==> src/hdl/fldr_pkg.sv <==
// Package for the fax line downscaler: field structs, widths, register and
// operation codes, controller/datapath command and status bundles.
// Depends on nothing; every other file of the block uses it.
package fldr_pkg;

	localparam int unsigned DISPLAY_ROWS      = 190;
	localparam int unsigned MAX_DISPLAY_WIDTH = 512;

	localparam int unsigned CFG_W   = 12;
	localparam int unsigned PIX_W   = 8;
	localparam int unsigned COLOR_W = 16;
	localparam int unsigned COL_W   = 9;
	localparam int unsigned ROW_W   = 8;
	localparam int unsigned IDX_W   = 12;
	localparam int unsigned TCOL_W  = 10;
	localparam int unsigned SUM_W   = 16;
	localparam int unsigned CNT_W   = 12;
	localparam int unsigned PROD_W  = 25;
	localparam int unsigned PADDR_W = 3;
	localparam int unsigned PDATA_W = 32;

	localparam logic [CFG_W-1:0] SW_RESET = 12'd1809;
	localparam logic [CFG_W-1:0] DW_RESET = 12'd400;

	typedef enum logic {
		REG_SOURCE_WIDTH  = 1'b0,
		REG_DISPLAY_WIDTH = 1'b1
	} reg_idx_t;

	typedef enum logic {
		OP_PIXEL     = 1'b0,
		OP_NEW_IMAGE = 1'b1
	} op_t;

	typedef struct packed {
		op_t              operation;
		logic [PIX_W-1:0] pixel;
		logic             line_end;
	} item_t;

	typedef struct packed {
		logic [COLOR_W-1:0] color;
		logic [COL_W-1:0]   column;
		logic [ROW_W-1:0]   row;
		logic               row_end;
		logic               wrapped;
	} result_t;

	typedef struct packed {
		logic load_item;
		logic mul;
		logic update;
		logic div_start;
		logic out_load;
	} cmd_t;

	typedef struct packed {
		logic close;
		logic div_done;
	} status_t;

	// gray>>3 in red and blue, gray>>2 in green
	function automatic logic [COLOR_W-1:0] rgb565(input logic [PIX_W-1:0] gray);
		return {gray[7:3], gray[7:2], gray[7:3]};
	endfunction

endpackage

==> src/hdl/fldr_regs.sv <==
// APB-style register file holding source_width and display_width.
// Depends on fldr_pkg.
module fldr_regs (
	input  logic                           clk,
	input  logic                           arst_n,
	input  logic                           psel,
	input  logic                           penable,
	input  logic                           pwrite,
	input  logic [fldr_pkg::PADDR_W-1:0]   paddr,
	input  logic [fldr_pkg::PDATA_W-1:0]   pwdata,
	output logic [fldr_pkg::PDATA_W-1:0]   prdata,
	output logic                           pready,
	output logic [fldr_pkg::CFG_W-1:0]     source_width,
	output logic [fldr_pkg::CFG_W-1:0]     display_width
);

	logic [fldr_pkg::CFG_W-1:0] sw_q;
	logic [fldr_pkg::CFG_W-1:0] dw_q;
	fldr_pkg::reg_idx_t         idx;

	assign idx    = fldr_pkg::reg_idx_t'(paddr[2]);
	assign pready = 1'b1;

	always_ff @(posedge clk or negedge arst_n) begin
		if (!arst_n) begin
			sw_q <= fldr_pkg::SW_RESET;
			dw_q <= fldr_pkg::DW_RESET;
		end else if (psel && penable && pwrite) begin
			unique case (idx)
				fldr_pkg::REG_SOURCE_WIDTH:  sw_q <= pwdata[fldr_pkg::CFG_W-1:0];
				fldr_pkg::REG_DISPLAY_WIDTH: dw_q <= pwdata[fldr_pkg::CFG_W-1:0];
				default: ;
			endcase
		end
	end

	always_comb begin
		unique case (idx)
			fldr_pkg::REG_SOURCE_WIDTH:
				prdata = {{(fldr_pkg::PDATA_W-fldr_pkg::CFG_W){1'b0}}, sw_q};
			fldr_pkg::REG_DISPLAY_WIDTH:
				prdata = {{(fldr_pkg::PDATA_W-fldr_pkg::CFG_W){1'b0}}, dw_q};
			default:
				prdata = '0;
		endcase
	end

	assign source_width  = sw_q;
	assign display_width = dw_q;

endmodule

==> src/hdl/fldr_div.sv <==
// Restoring divider, one quotient bit per cycle, eight quotient bits per bin average.
// Quotient is known to fit 8 bits (dividend < divisor * 256). Depends on fldr_pkg.
module fldr_div (
	input  logic                          clk,
	input  logic                          arst_n,
	input  logic                          start,
	input  logic [fldr_pkg::SUM_W-1:0]    dividend,
	input  logic [fldr_pkg::CNT_W-1:0]    divisor,
	output logic                          done,
	output logic [fldr_pkg::PIX_W-1:0]    quotient
);

	logic                          busy_q;
	logic [2:0]                    step_q;
	logic [fldr_pkg::CNT_W-1:0]    rem_q;
	logic [fldr_pkg::CNT_W-1:0]    dvs_q;
	logic [fldr_pkg::PIX_W-1:0]    low_q;
	logic [fldr_pkg::PIX_W-1:0]    quo_q;
	logic [fldr_pkg::CNT_W:0]      trial;
	logic [fldr_pkg::CNT_W:0]      diff;
	logic                          fits;

	assign trial = {rem_q, low_q[fldr_pkg::PIX_W-1]};
	assign fits  = trial >= {1'b0, dvs_q};
	assign diff  = trial - {1'b0, dvs_q};
	assign done  = busy_q && (step_q == 3'd7);

	always_ff @(posedge clk or negedge arst_n) begin
		if (!arst_n) begin
			busy_q <= 1'b0;
			step_q <= '0;
		end else if (start) begin
			busy_q <= 1'b1;
			step_q <= '0;
		end else if (busy_q) begin
			step_q <= step_q + 3'd1;
			if (step_q == 3'd7) begin
				busy_q <= 1'b0;
			end
		end
	end

	always_ff @(posedge clk) begin
		if (start) begin
			// high byte is below the divisor, so it seeds the remainder
			rem_q <= {{(fldr_pkg::CNT_W-fldr_pkg::PIX_W){1'b0}}, dividend[15:8]};
			low_q <= dividend[7:0];
			dvs_q <= divisor;
			quo_q <= '0;
		end else if (busy_q) begin
			rem_q <= fits ? diff[fldr_pkg::CNT_W-1:0] : trial[fldr_pkg::CNT_W-1:0];
			low_q <= {low_q[fldr_pkg::PIX_W-2:0], 1'b0};
			quo_q <= {quo_q[fldr_pkg::PIX_W-2:0], fits};
		end
	end

	assign quotient = quo_q;

endmodule

==> src/hdl/fldr_dp.sv <==
// Datapath: row/column scaling state, bin accumulator, cross-multiply test,
// divider and the output register. Depends on fldr_pkg and fldr_div.
module fldr_dp (
	input  logic                          clk,
	input  logic                          arst_n,
	input  fldr_pkg::cmd_t                cmd,
	input  fldr_pkg::item_t               item,
	input  logic [fldr_pkg::CFG_W-1:0]    source_width,
	input  logic [fldr_pkg::CFG_W-1:0]    display_width,
	output fldr_pkg::status_t             status,
	output fldr_pkg::result_t             result
);

	localparam logic [fldr_pkg::ROW_W:0]   ROWS_LIM = (fldr_pkg::ROW_W+1)'(fldr_pkg::DISPLAY_ROWS);
	localparam logic [fldr_pkg::CFG_W-1:0] DW_LIM   =
		fldr_pkg::CFG_W'(fldr_pkg::MAX_DISPLAY_WIDTH);
	localparam logic [fldr_pkg::IDX_W-1:0] IDX_MAX  = '1;
	localparam logic [fldr_pkg::CNT_W-1:0] CNT_MAX  = '1;

	// item register
	fldr_pkg::item_t                item_q;

	// scaling state
	logic [fldr_pkg::CFG_W-1:0]     frac_q;
	logic [fldr_pkg::ROW_W-1:0]     cur_row_q;
	logic                           drawn_q;
	logic                           wrapped_q;
	logic [fldr_pkg::IDX_W-1:0]     src_idx_q;
	logic [fldr_pkg::TCOL_W-1:0]    tcol_q;
	logic [fldr_pkg::SUM_W-1:0]     sum_q;
	logic [fldr_pkg::CNT_W-1:0]     cnt_q;

	// products of the bin-close test
	logic [fldr_pkg::PROD_W-1:0]    prod_a_q;
	logic [fldr_pkg::PROD_W-1:0]    prod_b_q;

	// fields of the pending result
	logic [fldr_pkg::COL_W-1:0]     p_col_q;
	logic [fldr_pkg::ROW_W-1:0]     p_row_q;
	logic                           p_end_q;
	logic                           p_wrap_q;
	logic                           p_zero_q;
	fldr_pkg::result_t              result_q;

	logic [fldr_pkg::IDX_W:0]       idx_p1;
	logic [fldr_pkg::TCOL_W:0]      tcol_p1;
	logic                           widths_ok;
	logic [fldr_pkg::CFG_W:0]       acc;
	logic [fldr_pkg::CFG_W:0]       acc_sub;
	logic [fldr_pkg::CFG_W:0]       acc_new;
	logic                           advance;
	logic                           drawing;
	logic                           active;
	logic [fldr_pkg::ROW_W:0]       row_p1;
	logic                           wraps;
	logic [fldr_pkg::ROW_W-1:0]     row_next;
	logic [fldr_pkg::SUM_W-1:0]     sum_n;
	logic [fldr_pkg::CNT_W-1:0]     cnt_n;
	logic                           close;
	logic                           div_done;
	logic [fldr_pkg::PIX_W-1:0]     quotient;
	logic [fldr_pkg::PIX_W-1:0]     gray;

	assign idx_p1    = {1'b0, src_idx_q} + (fldr_pkg::IDX_W+1)'(1);
	assign tcol_p1   = {1'b0, tcol_q} + (fldr_pkg::TCOL_W+1)'(1);
	assign widths_ok = (source_width != '0) && (display_width != '0);
	assign acc       = {1'b0, frac_q} + {1'b0, display_width};
	assign advance   = widths_ok && (acc >= {1'b0, source_width});
	assign drawing   = advance && (display_width <= DW_LIM);
	assign active    = drawing &&
		({{(fldr_pkg::CFG_W-fldr_pkg::TCOL_W){1'b0}}, tcol_q} < display_width);
	assign acc_sub   = acc - {1'b0, source_width};
	assign acc_new   = !advance ? acc :
		(acc_sub >= {1'b0, source_width}) ? ({1'b0, source_width} - 13'd1) : acc_sub;

	assign row_p1    = {1'b0, cur_row_q} + (fldr_pkg::ROW_W+1)'(1);
	assign wraps     = drawn_q && (row_p1 >= ROWS_LIM);
	assign row_next  = (!drawn_q || wraps) ? '0 : row_p1[fldr_pkg::ROW_W-1:0];

	assign sum_n     = sum_q + {{(fldr_pkg::SUM_W-fldr_pkg::PIX_W){1'b0}}, item_q.pixel};
	assign cnt_n     = (cnt_q < CNT_MAX) ? cnt_q + fldr_pkg::CNT_W'(1) : cnt_q;
	assign close     = (item_q.operation == fldr_pkg::OP_PIXEL) && active &&
		(prod_a_q >= prod_b_q);

	always_ff @(posedge clk) begin
		if (cmd.load_item) begin
			item_q <= item;
		end
		if (cmd.mul) begin
			prod_a_q <= fldr_pkg::PROD_W'(idx_p1) * fldr_pkg::PROD_W'(display_width);
			prod_b_q <= fldr_pkg::PROD_W'(tcol_p1) * fldr_pkg::PROD_W'(source_width);
		end
		if (cmd.update && close) begin
			p_col_q  <= tcol_q[fldr_pkg::COL_W-1:0];
			p_row_q  <= row_next;
			p_end_q  <= ({{(fldr_pkg::CFG_W-fldr_pkg::TCOL_W-1){1'b0}}, tcol_p1} ==
				display_width);
			p_wrap_q <= wrapped_q || wraps;
			p_zero_q <= (cnt_n == '0);
		end
		if (cmd.out_load) begin
			result_q <= '{color: fldr_pkg::rgb565(gray), column: p_col_q, row: p_row_q,
				row_end: p_end_q, wrapped: p_wrap_q};
		end
	end

	always_ff @(posedge clk or negedge arst_n) begin
		if (!arst_n) begin
			frac_q    <= '0;
			cur_row_q <= '0;
			drawn_q   <= 1'b0;
			wrapped_q <= 1'b0;
			src_idx_q <= '0;
			tcol_q    <= '0;
			sum_q     <= '0;
			cnt_q     <= '0;
		end else if (cmd.update) begin
			priority if (item_q.operation == fldr_pkg::OP_NEW_IMAGE) begin
				frac_q    <= '0;
				cur_row_q <= '0;
				drawn_q   <= 1'b0;
				wrapped_q <= 1'b0;
				src_idx_q <= '0;
				tcol_q    <= '0;
				sum_q     <= '0;
				cnt_q     <= '0;
			end else if (item_q.line_end) begin
				if (widths_ok) begin
					frac_q <= acc_new[fldr_pkg::CFG_W-1:0];
					if (advance) begin
						cur_row_q <= row_next;
						drawn_q   <= 1'b1;
						if (wraps) begin
							wrapped_q <= 1'b1;
						end
					end
				end
				src_idx_q <= '0;
				tcol_q    <= '0;
				sum_q     <= '0;
				cnt_q     <= '0;
			end else begin
				if (src_idx_q < IDX_MAX) begin
					src_idx_q <= idx_p1[fldr_pkg::IDX_W-1:0];
				end
				if (close) begin
					tcol_q <= tcol_p1[fldr_pkg::TCOL_W-1:0];
					sum_q  <= '0;
					cnt_q  <= '0;
				end else if (active) begin
					sum_q <= sum_n;
					cnt_q <= cnt_n;
				end
			end
		end
	end

	fldr_div u_div (
		.clk      (clk),
		.arst_n   (arst_n),
		.start    (cmd.div_start),
		.dividend (sum_n),
		.divisor  (cnt_n),
		.done     (div_done),
		.quotient (quotient)
	);

	// empty bin reads as white
	assign gray   = p_zero_q ? '1 : quotient;

	assign status = '{close: close, div_done: div_done};
	assign result = result_q;

endmodule

==> src/hdl/fldr_ctrl.sv <==
// Controller: sequences one request through multiply and update and, when it
// closes a bin, divide and output load; owns the handshakes. Depends on fldr_pkg.
module fldr_ctrl (
	input  logic                 clk,
	input  logic                 arst_n,
	input  logic                 item_valid,
	output logic                 item_ready,
	output logic                 result_valid,
	input  logic                 result_ready,
	input  fldr_pkg::status_t    status,
	output fldr_pkg::cmd_t       cmd
);

	typedef enum logic [4:0] {
		S_IDLE = 5'b00001,
		S_MUL  = 5'b00010,
		S_UPD  = 5'b00100,
		S_DIV  = 5'b01000,
		S_OUT  = 5'b10000
	} state_t;

	state_t state_q;
	state_t state_d;
	logic   valid_q;
	logic   out_free;

	assign out_free = !valid_q || result_ready;

	always_comb begin
		state_d = state_q;
		cmd     = '0;
		unique case (state_q)
			S_IDLE: begin
				if (item_valid) begin
					cmd.load_item = 1'b1;
					state_d       = S_MUL;
				end
			end
			S_MUL: begin
				cmd.mul = 1'b1;
				state_d = S_UPD;
			end
			S_UPD: begin
				cmd.update = 1'b1;
				if (status.close) begin
					cmd.div_start = 1'b1;
					state_d       = S_DIV;
				end else begin
					state_d = S_IDLE;
				end
			end
			S_DIV: begin
				if (status.div_done) begin
					state_d = S_OUT;
				end
			end
			S_OUT: begin
				// hold until the output register frees up
				if (out_free) begin
					cmd.out_load = 1'b1;
					state_d      = S_IDLE;
				end
			end
			default: state_d = S_IDLE;
		endcase
	end

	always_ff @(posedge clk or negedge arst_n) begin
		if (!arst_n) begin
			state_q <= S_IDLE;
			valid_q <= 1'b0;
		end else begin
			state_q <= state_d;
			if (cmd.out_load) begin
				valid_q <= 1'b1;
			end else if (result_ready) begin
				valid_q <= 1'b0;
			end
		end
	end

	assign item_ready   = (state_q == S_IDLE);
	assign result_valid = valid_q;

endmodule

==> src/hdl/fax_line_downscaler_rgb565.sv <==
// Top level of the fax line downscaler: register file, controller, datapath.
// Depends on fldr_pkg, fldr_regs, fldr_ctrl, fldr_dp (and fldr_div below it).
//
//   channel  | signals                                     | moves
//   ---------+---------------------------------------------+-----------------------
//   item     | item_valid, item_ready, item (item_t)       | source pixel / new image
//   result   | result_valid, result_ready, result          | RGB565 pixel with place
//   config   | psel, penable, pwrite, paddr, pwdata, prdata | width registers
//
// A request that closes no bin goes through load, multiply and update; one that
// closes a bin then waits on the bit-serial divider that forms the bin average.
// The result sits in an output register, so a new request is taken while it waits;
// a stalled result only holds the controller once the next average is ready.
// Reset is asynchronous, active low, and clears all scaling state at once.
module fax_line_downscaler_rgb565 (
	input  logic                          clk,
	input  logic                          arst_n,
	input  logic                          psel,
	input  logic                          penable,
	input  logic                          pwrite,
	input  logic [fldr_pkg::PADDR_W-1:0]  paddr,
	input  logic [fldr_pkg::PDATA_W-1:0]  pwdata,
	output logic [fldr_pkg::PDATA_W-1:0]  prdata,
	output logic                          pready,
	input  logic                          item_valid,
	output logic                          item_ready,
	input  fldr_pkg::item_t               item,
	output logic                          result_valid,
	input  logic                          result_ready,
	output fldr_pkg::result_t             result
);

	logic [fldr_pkg::CFG_W-1:0] source_width;
	logic [fldr_pkg::CFG_W-1:0] display_width;
	fldr_pkg::cmd_t             cmd;
	fldr_pkg::status_t          status;

	fldr_regs u_regs (
		.clk           (clk),
		.arst_n        (arst_n),
		.psel          (psel),
		.penable       (penable),
		.pwrite        (pwrite),
		.paddr         (paddr),
		.pwdata        (pwdata),
		.prdata        (prdata),
		.pready        (pready),
		.source_width  (source_width),
		.display_width (display_width)
	);

	fldr_ctrl u_ctrl (
		.clk          (clk),
		.arst_n       (arst_n),
		.item_valid   (item_valid),
		.item_ready   (item_ready),
		.result_valid (result_valid),
		.result_ready (result_ready),
		.status       (status),
		.cmd          (cmd)
	);

	fldr_dp u_dp (
		.clk           (clk),
		.arst_n        (arst_n),
		.cmd           (cmd),
		.item          (item),
		.source_width  (source_width),
		.display_width (display_width),
		.status        (status),
		.result        (result)
	);

endmodule

==> config.mk <==
export PLATFORM = sky130hd
export DESIGN_NAME = fax_line_downscaler_rgb565
export DESIGN_NICKNAME = d
export VERILOG_FILES = /design/src/hdl/fldr_pkg.sv /design/src/hdl/fldr_regs.sv /design/src/hdl/fldr_div.sv /design/src/hdl/fldr_dp.sv /design/src/hdl/fldr_ctrl.sv /design/src/hdl/fax_line_downscaler_rgb565.sv
export SDC_FILE = /design/constraint.sdc
export NUM_CORES = 1
export LEC_CHECK = 0
export BUFFER_PORTS_ARGS = -buffer_cell sky130_fd_sc_hd__buf_4
export CAP_MARGIN = 20
export CORE_ASPECT_RATIO = 0.5
export CORE_UTILIZATION = 55
export DETAILED_ROUTE_END_ITERATION = 10
export GPL_TIMING_DRIVEN = 0
export PLACE_DENSITY = 0.87
export SLEW_MARGIN = 20
export SYNTH_ARGS = -nofsm -noshare
export SYNTH_HDL_FRONTEND = slang
export SYNTH_SLANG_ARGS = --single-unit
==> constraint.sdc <==
create_clock -name clk -period 6.2 [get_ports clk]
set_input_delay 0.62 -clock clk [delete_from_list [all_inputs] [get_ports clk]]
set_output_delay 0.62 -clock clk [all_outputs]
set_load 0.05 [all_outputs]
# Yosys cells after proc, flatten, opt, wreduce, memory -nomap -nowiden
# Cells that the tools add are included.
word_totals:
  wordCells: 165
  out_inout_bits: 70
  regBits: 259
op_classes:
  add_sub_neg: 10
  mux: 60
  n_reduce_logical: 37
  order_cmp: 9
  eq_ne: 10
  bitwise: 2
  mul: 2
ops:
  columns: ["op", "n"]
  rows:
  - ["$mux W12", 14]
  - ["$mux W8", 10]
  - ["$mux W16", 4]
  - ["$pmux W32 S2", 1]
  - ["$ge A13 B12 Y1", 3]
  - ["$mux W10", 3]
  - ["$ge A25 B23 Y1", 1]
  - ["$mul A13 B12 Y25", 1]
  - ["$pmux W5 S5", 1]
  - ["$lt A12 B12 Y1 const B", 2]
  - ["$reduce_bool A12 Y1", 2]
  - ["$mul A11 B12 Y23", 1]
  - ["$mux W1", 20]
  - ["$add A16 B8 Y16", 1]
  - ["$mux W5", 3]
  - ["$add A12 B1 Y13 const B", 1]
  - ["$add A12 B12 Y13", 1]
  - ["$sub A13 B12 Y13", 1]
  - ["$add A12 B1 Y12 const B", 1]
  - ["$eq A11 B12 Y1", 1]
  - ["$le A12 B10 Y1 const B", 1]
  - ["$logic_not A12 Y1", 1]
  - ["$lt A10 B12 Y1", 1]
  - ["$reduce_bool A2 Y1", 6]
  - ["27 further kinds", 49]

# Logic depth before layout (Yosys ltp)
# Gate-level depths: netlist (run 1).
depth:
  depth_word: 10
  mapped_depth: 25
  ltp_nobuf: 24

# Cells and area by module
# From an unflattened synthesis (run 1), not the netlist that was laid out.
hier_totals:
  cells_unflattened: 2458
  area_unflattened_um2: 23852.9
by_module_without_submodules:
  columns: ["mod", "cells_each", "seq_area_each_um2", "n_inst", "area_each_um2"]
  rows:
  - ["fldr_dp", 2123, 4894.7, 1, 19804.0]
  - ["fldr_div", 215, 1181.1, 1, 2423.6]
  - ["fldr_regs", 88, 610.6, 1, 1282.5]
  - ["fldr_ctrl", 32, 151.4, 1, 342.8]

# Least setup slack after synthesis (run 1)
# Ideal clock, no wire load.
synth_timing:
  path_type: "register -> register"
  start: "register u_dp.tcol_q[2] (netlist bit)"
  end: "register u_dp.prod_b_q[21] (netlist bit) (data pin)"
  path_buffers: 1
  period_less_slack_ns: 6.322
  slack_ns: -0.122
  arrival_ns: 6.059
  t_required_ns: 5.936
  stages_incl_launch_ff: 23
  cell_sequence: "dfrtp_1 > and3_1 > and3_1 > clkbuf_1 > nand3_1 > xor2_1 > nor2_1 > fa_1 > inv_1 > fa_1 > inv_1 > fa_1 > fa_1 > inv_1 > fa_1 > inv_1 > ha_1 > o41ai_1 > o21ai_0 > a31oi_1 > o21ai_0 > a221oi_1 > xnor2_1"
synth_via:
  elab_chain_cells: 2
synth_lines:
  columns: ["item", "line", "source"]
  rows:
  - ["start: declaration", "fldr_dp.sv:29", "logic [fldr_pkg::TCOL_W-1:0] tcol_q;"]
  - ["start signal: assignment", "fldr_dp.sv:147", "tcol_q <= tcol_p1[fldr_pkg::TCOL_W-1:0];"]
  - ["$add A10 B1 Y11", "fldr_dp.sv:65", "assign tcol_p1 = {1'b0, tcol_q} + (fldr_pkg::TCOL_W+1)'(1);"]
  - ["$mul A11 B12 Y23", "fldr_dp.sv:91", "prod_b_q <= fldr_pkg::PROD_W'(tcol_p1) * fldr_pkg::PROD_W'(source_width);"]
  - ["end signal: assignment", "fldr_dp.sv:91", null]
  - ["end: declaration", "fldr_dp.sv:35", "logic [fldr_pkg::PROD_W-1:0] prod_b_q;"]
# No other way between the ends.
# A chain may end at the register's enable or synchronous reset.

# Worst setup path after layout (run 1)
layout_timing:
  start: "register u_dp.src_idx_q[4] (netlist bit)"
  end: "register u_dp.prod_a_q[21] (netlist bit) (data pin)"
layout_via:
  elab_chain_cells: 2
layout_lines:
  columns: ["item", "line", "source"]
  rows:
  - ["start: declaration", "fldr_dp.sv:28", "logic [fldr_pkg::IDX_W-1:0] src_idx_q;"]
  - ["start signal: assignment", "fldr_dp.sv:144", "src_idx_q <= idx_p1[fldr_pkg::IDX_W-1:0];"]
  - ["$add A12 B1 Y13", "fldr_dp.sv:64", "assign idx_p1 = {1'b0, src_idx_q} + (fldr_pkg::IDX_W+1)'(1);"]
  - ["$mul A13 B12 Y25", "fldr_dp.sv:90", "prod_a_q <= fldr_pkg::PROD_W'(idx_p1) * fldr_pkg::PROD_W'(display_width);"]
  - ["end signal: assignment", "fldr_dp.sv:90", null]
  - ["end: declaration", "fldr_dp.sv:34", "logic [fldr_pkg::PROD_W-1:0] prod_a_q;"]
# No other way between the ends.

==> reports/results.txt, run 1 <==
Max Transition Viols Final: 0
WP data required: 6.49 ns
Crit. End Element: flip-flop
clock buffer depth: 3
routability congestion estimate: 0.982
DRT Pass-1 Iters: 9
root buf cell: clkbuf_16
Sequential Power Share: 28.2%
Worst R2R Path Depth: 23
Max-Slew Margin vs Limit: 34.0%
# hold bufs at CTS: 0
Die H: 148 um
crit path time final: 6.41 ns
RR Startpoint: u_dp.src_idx_q[4]$_DFFE_PN0P_
Post-route DRC: 0
fin worst setup slack: -0.206 ns
mean area per synthesized cell: 9.50 sq um
status: complete, but fails checks
gr usage total: 29.3%
failing checks: setup timing
drt wl/cell: 21.7 um
Worst Tran Pin Value: 0.977 ns
count leader, synth: inv_1
leading area contributor after synthesis: fa_1
EDFF count, synth: 131
Critical path origin: u_dp.src_idx_q[4]$_DFFE_PN0P_
via count: 20,200
HP Class: input port to async pin
wirelength, routed: 71.0 mm
Unique masters post-synth: 82
Initial DRC Count: 2,696
Area Growth Syn to Fin: 18.3%
Setup Skew: 0.0187 ns
clk slew on worst S/H paths: 0.07 ns
final instance area: 27,700 sq um
Comb power frac: 51.8%
Post-Syn Instances: 2,464
Min Hold Slack: 0.170 ns
initial antenna violation count: 0
cell area after synthesis: 23,400 sq um
largest net degree at the start of global routing: 107
core area: 42,000 sq um
global-route wire length before repair: 100 mm
die area: 43,500 sq um
vias in the first global route: 19,200
Fmax: 0.156 GHz
VDD IR-drop max: 0.249 mV
antenna viol nets, final: 0
crit path launch type: flip-flop
Synth Flop Type: edfxtp_1
Net count, final: 3,152
Seq/Total Area, Yosys: 29.2%
Synth top area share: 17.4%
layout cell share with drive strength beyond 1: 18.6%
vias per cell: 6.18
dpl hpwl: 46.2 mm
TritonCTS Buffers: 25
initial core utilization: 55.8%
CTS tree: yes
PD cells: 288 nW/um^2
RSZ-0062 raised after global routing: true
antenna diode count: 0
Setup CP Type: flip-flop to flip-flop
P_leak: 12.9 nW
Clock power frac: 20.0%
Pint: 0.00445 W
num rows: 53
htree depth: 1
number of port buffers: 77
DIE WIDTH: 294 um
worst reg2reg path endpoint: u_dp.prod_a_q[21]$_DFFE_PP_
critical-path maximum fanout: 6
Arr. time, crit path: 6.69 ns
FF+latch count, synth: 249
GR Overflow Total: 0
synth top area cells: fa_1 (17%), edfxtp_1 (17%), ha_1 (12%)
top cells by count, synth: inv_1 (369), nand2_1 (261), ha_1 (221), fa_1 (203), nor2_1 (161)
Fin. Hold Viols: 0
final worst-path cycle share: 103%
I/O pin total: 122
Layout Cells excl Fill: 3,272
Sw Ratio: 44.2%
asr flop ratio synth: 42.6%
synthesis warning total: 0
Placement Cell Area: 24,900 sq um
setup violation total in the final timing report: 8
reg-to-reg slack, setup: -0.21 ns
Clock Sinks: 249
MaxCap Viol Count: 0
worst skew pair latency: 0.57 ns
NetSw: 0.00353 W
placed cells: 3,142
power after layout: 0.00798 W
[layer usage]
layer  track usage (%)  wire [um]  up-vias
met5                 0          0        -
met4              10.7       3830        0
met3              6.42       8490      416
met2              47.5      32800     1456
met1              38.6      25900     9749
li1                  -          -     8586
[power by group through the flow]
stage	logic [W]	registers [W]	clock network [W]
floorplan	0.00284	0.00216	0
global placement	0.00367	0.00224	0
detailed placement	0.00376	0.00224	0
CTS	0.00387	0.00220	0.00157
global route	0.00449	0.00225	0.00165
finish	0.00414	0.00225	0.00159
[logic make-up (layout without fill, tap and decap cells)]
family	after synthesis	count (layout)	synth area share (%)
AND/OR/NAND/NOR	721	721	14.6
buffers and inverters	490	702	8.49
adder cells (fa/ha/maj)	424	424	29.2
AO/OA/AOI/OAI	393	393	11.1
other	2	21	0.0321
multiplexers	54	54	2.47
XOR/XNOR	131	131	4.93
flip-flops	249	249	29.2
[cell usage in the layout, fill, tap and decap left out, types with 16 or more instances in the layout]
cell type,n
a211oi_1,25
a21o_1,36
a21oi_1,90
and2_1,73
and3_1,19
buf_4,191
buf_6,18
clkbuf_1,37
clkbuf_16,25
conb_1,21
dfrtp_1,84
edfxtp_1,131
fa_1,195
ha_1,199
ha_4,19
inv_1,359
mux2_2,25
mux2i_1,23
nand2_1,248
nand2b_1,30
nand3_1,39
nor2_1,159
nor2b_1,16
nor3_1,26
o21ai_0,77
xnor2_1,77
xor2_1,26
[through the flow]
step / setup WS, ns / util, % / TNS (ns)
after floorplan: 0.00528 / - / 0
after global placement: -1.70 / 59.1 / -99.71
after detailed placement: -1.08 / 59.3 / -15.28
after CTS: 0.000687 / 63.7 / 0
after global routing: -0.333 / 66.0 / -1.93
final: -0.206 / 66.0 / -0.696
[sequential cells by signal, summed over array words and instances, names as in the netlist, 3 cells and up]
name                  count
u_regs.display_width     12
u_dp.prod_a_q            25
u_dp.src_idx_q           12
u_dp.prod_b_q            23
u_dp.p_row_q              8
u_dp.cur_row_q            8
u_dp.u_div.low_q          8
u_dp.frac_q              12
u_dp.u_div.quotient       8
u_dp.tcol_q              10
u_regs.source_width      12
u_dp.cnt_q               12
u_dp.u_div.rem_q         12
u_dp.result              25
u_dp.u_div.dvs_q         12
u_dp.p_col_q              9
u_dp.u_div.step_q         3
u_ctrl.state_q            5
u_dp.item_q              10
u_dp.sum_q               16
[worst max path at each step]
stage | slack [ns] | endpoint | depth (start not counted)
after global placement | -1.70 | u_ctrl.state_q[0]$_DFFE_PN1P_ | 4
after CTS | 0.0007 | u_dp.prod_b_q[20]$_DFFE_PP_ | 25
after floorplan | 0.005 | u_dp.prod_b_q[20]$_DFFE_PP_ | 22
after detailed placement | -1.08 | u_dp.prod_b_q[20]$_DFFE_PP_ | 24
final | -0.21 | u_dp.prod_a_q[21]$_DFFE_PP_ | 23
after global routing | -0.33 | u_dp.prod_a_q[21]$_DFFE_PP_ | 23
[worst max-delay path, cell delays in order, from the launching register on]
cell	delay, ns
dfrtp_1	0.43
and3_4	0.22
and3_4	0.22
and3_4	0.24
nand3_4	0.10
xnor2_4	0.27
buf_8	0.18
nand2_4	0.05
fa_1	0.49
fa_1	0.53
inv_1	0.05
fa_1	0.49
fa_1	0.56
inv_1	0.08
fa_2	0.61
inv_2	0.07
ha_4	0.19
nor3_2	0.16
o21ai_1	0.13
a31o_2	0.34
a31oi_2	0.27
o21bai_1	0.13
a21oi_1	0.20
xnor2_1	0.12
[cell type report]
type / instances / area (sq um)
plain buffers: 104 / 659
well taps: 577 / 722
inverters: 375 / 1410
flip-flops and latches: 249 / 6850
fillers: 2820 / 14300
repair buffers: 177 / 1470
clock inverters: 15 / 153
multi-input cells: 1744 / 15800
clock buffers: 31 / 668
[repair_timing]
item                       in CTS  in global routing
hold endpoints to repair        0                  0
gates resized for setup       132                142
setup buffers                  47                 49
setup endpoints to repair      26                 50
pin swaps                      39                 82
Power figures use the tool's default switching activity.
==> run 2: changes to the inputs <==
==> constraint.sdc (replaced) <==
create_clock -name clk -period 6.2 [get_ports clk]
set_input_delay 0.31 -clock clk [delete_from_list [all_inputs] [get_ports clk]]
set_output_delay 0.31 -clock clk [all_outputs]
set_load 0.05 [all_outputs]
==> run 2 against run 1 <==
The run still ends with setup timing left. Utilization increased by 0.29 points. Sequential power hardly changed. Critical path depth is the same. First-iteration DRC count is 6.8% lower. Critical path type unchanged. Critical endpoint unchanged. Highest routed layer unchanged.
==> reports/results.txt, run 2 (synthesis results as in run 1) <==
status: complete, but fails checks
failing checks: setup timing
antenna viol nets, final: 0 (unchanged)
TritonCTS Buffers: 25 (unchanged)
antenna diode count: 0 (unchanged)
Initial DRC Count: 2,512 (-6.8%)
worst skew pair latency: 0.56 ns (about the same)
Fin. Hold Viols: 0 (unchanged)
cell mode on critical path: fa_1
most frequent cells in the layout: inv_1 (359), nand2_1 (248), ha_1 (199)
P_leak: 13.0 nW (+0.39%)
fin worst setup slack: -0.216 ns (-0.0106 ns)
Worst R2R Path Depth: 23 (unchanged)
power after layout: 0.00799 W (+0.16%)
Clock Sinks: 249 (unchanged)
initial antenna violation count: 0 (unchanged)
crit path launch type: flip-flop
post-place setup slack: -1.08 ns (unchanged)
Area Growth Syn to Fin: 18.8%
Min Hold Slack: 0.00996 ns (-0.160 ns)
MaxCap Viol Count: 0 (unchanged)
dpl hpwl: 46.2 mm (unchanged)
critical-path cell list: and3_4, and3_4, and3_4, nand3_4, xnor2_4, buf_8, nand2_4, fa_1, fa_1, inv_1, fa_1, fa_1, inv_1, fa_2, inv_2, ha_4, nor3_2, o21ai_1, a31o_2, a31oi_2, o21bai_1, a21oi_1, xnor2_1
critical-path maximum fanout: 6 (unchanged)
clk slew on worst S/H paths: 0.07 ns (about the same)
HP Class: input port to flip-flop
root buf cell: clkbuf_16
layout cell share with drive strength beyond 1: 18.5% (-0.083 points)
clock buffer depth: 3 (unchanged)
DRT Pass-1 Iters: 6 (-3)
RSZ-0062 raised after global routing: true
Fin Setup TNS: -0.745 ns (-0.0490 ns)
VDD IR-drop max: 0.250 mV (+0.37%)
gr usage total: 29.4% (+0.097 points)
Worst Tran Pin Value: 0.985 ns (+0.00803 ns)
htree depth: 1 (unchanged)
slowest stage delay, CP: 0.61 ns (about the same)
I/O pin total: 122 (unchanged)
final worst-path cycle share: 103% (+0.17 points)
wirelength, routed: 71.2 mm (+0.29%)
DIE WIDTH: 294 um (unchanged)
slowest CP cell: fa_2
Fmax: 0.156 GHz (-0.17%)
CTS tree: yes
vias in the first global route: 19,200 (+0.20%)
Crit. End Element: flip-flop
worst hold path cell count: 2
Setup CP Type: flip-flop to flip-flop
global-route wire length before repair: 101 mm (+0.34%)
initial core utilization: 55.8% (unchanged)
setup violation total in the final timing report: 9 (+1)
commonest non-fill, non-tap cell in the layout: inv_1
fill count: 2,802 (-0.64%)
routability congestion estimate: 0.982 (unchanged)
Net count, final: 3,164 (+0.38%)
number of port buffers: 77 (unchanged)
via count: 20,300 (+0.34%)
Post-route DRC: 0 (unchanged)
vias per cell: 6.17 (about the same)
GR Overflow Total: 0 (unchanged)
Max Transition Viols Final: 0 (unchanged)
PD cells: 287 nW/um^2 (-0.28%)
Arr. time, crit path: 6.70 ns (about the same)
Setup Skew: 0.0167 ns (-0.00201 ns)
die area: 43,500 sq um (unchanged)
num rows: 53 (unchanged)
Max-Slew Margin vs Limit: 33.5% (-0.54 points)
Die H: 148 um (unchanged)
drt wl/cell: 21.7 um (about the same)
crit path time final: 6.42 ns (+0.0106 ns)
core area: 42,000 sq um (unchanged)
WP data required: 6.48 ns (about the same)
reg-to-reg slack, setup: -0.22 ns (about the same)
largest net degree at the start of global routing: 107 (unchanged)
-- run 2: cell types whose count changed in the layout (fill, tap and decap cells not counted) --
| cell | previous run | this run |
|---|---|---|
| dlygate4sd3_1 | 0 | 12 |
-- run 2: metal layers --
metal,track usage [%],routed length (um),up-vias,share of wire (%)
met5,0,0,-,0
met4,10.6,3710,0,5.2
met3,6.42,8440,389,12
met2,47.8,32900,1497,46
met1,38.7,26100,9791,37
li1,-,-,8598,-
-- run 2: area by class of cell --
type	instances	area [sq um]	share of cell area, %
Timing Repair Buffer	189	1590	5.72
Sequential cell	249	6850	24.6
Clock inverter	15	153	0.549
Inverter	375	1410	5.08
Multi-Input combinational cell	1744	15800	56.6
Buffer	104	659	2.37
Tap cell	577	722	2.60
Clock buffer	31	668	2.40
-- run 2: final timing paths --
path                                                  endpoint                     startpoint
max                                u_dp.prod_a_q[21]$_DFFE_PP_  u_dp.src_idx_q[4]$_DFFE_PN0P_
min                        u_regs.display_width[5]$_DFFE_PN0P_                      pwdata[5]
max reg2reg                        u_dp.prod_a_q[21]$_DFFE_PP_  u_dp.src_idx_q[4]$_DFFE_PN0P_
min reg2reg                           u_dp.result[2]$_DFFE_PP_      u_dp.p_row_q[0]$_DFFE_PP_
max in group asynchronous           u_dp.tcol_q[3]$_DFFE_PN0P_                         arst_n
min in group asynchronous        u_dp.cur_row_q[0]$_DFFE_PN0P_                         arst_n
-- run 2: what timing repair did --
action / CTS / global route
setup endpoints to repair: 26 / 50
pin swaps: 39 / 82
hold buffers: 12 / 0
buffers inserted: 47 / 49
hold endpoints to repair: 108 / 0
resized for setup: 132 / 142
-- run 2: where the power goes --
part           switching (W)  internal [W]
combinational        0.00258       0.00157
clock               0.000728      0.000861
sequential          0.000223       0.00202
total                0.00353       0.00446
-- run 2: worst max-delay path, delay by kind of cell, from the launching register on --
kind,cells,cell delay (ns)
adder cells (fa/ha/maj),6,2.86
buffers and inverters,4,0.37
flip-flops,1,0.42
AND/OR/NAND/NOR,6,0.99
AO/OA/AOI/OAI,5,1.08
XOR/XNOR,2,0.39
-- run 2: per-stage QoR --
step / cell area, sq um / cells / util, %
after floorplan: 23500 / 2483 / -
after global placement: 24800 / 3137 / 59.1
after detailed placement: 24900 / 3142 / 59.3
after CTS: 26900 / 3242 / 64.0
after global routing: 27800 / 3284 / 66.3
final: 27800 / 3284 / 66.3
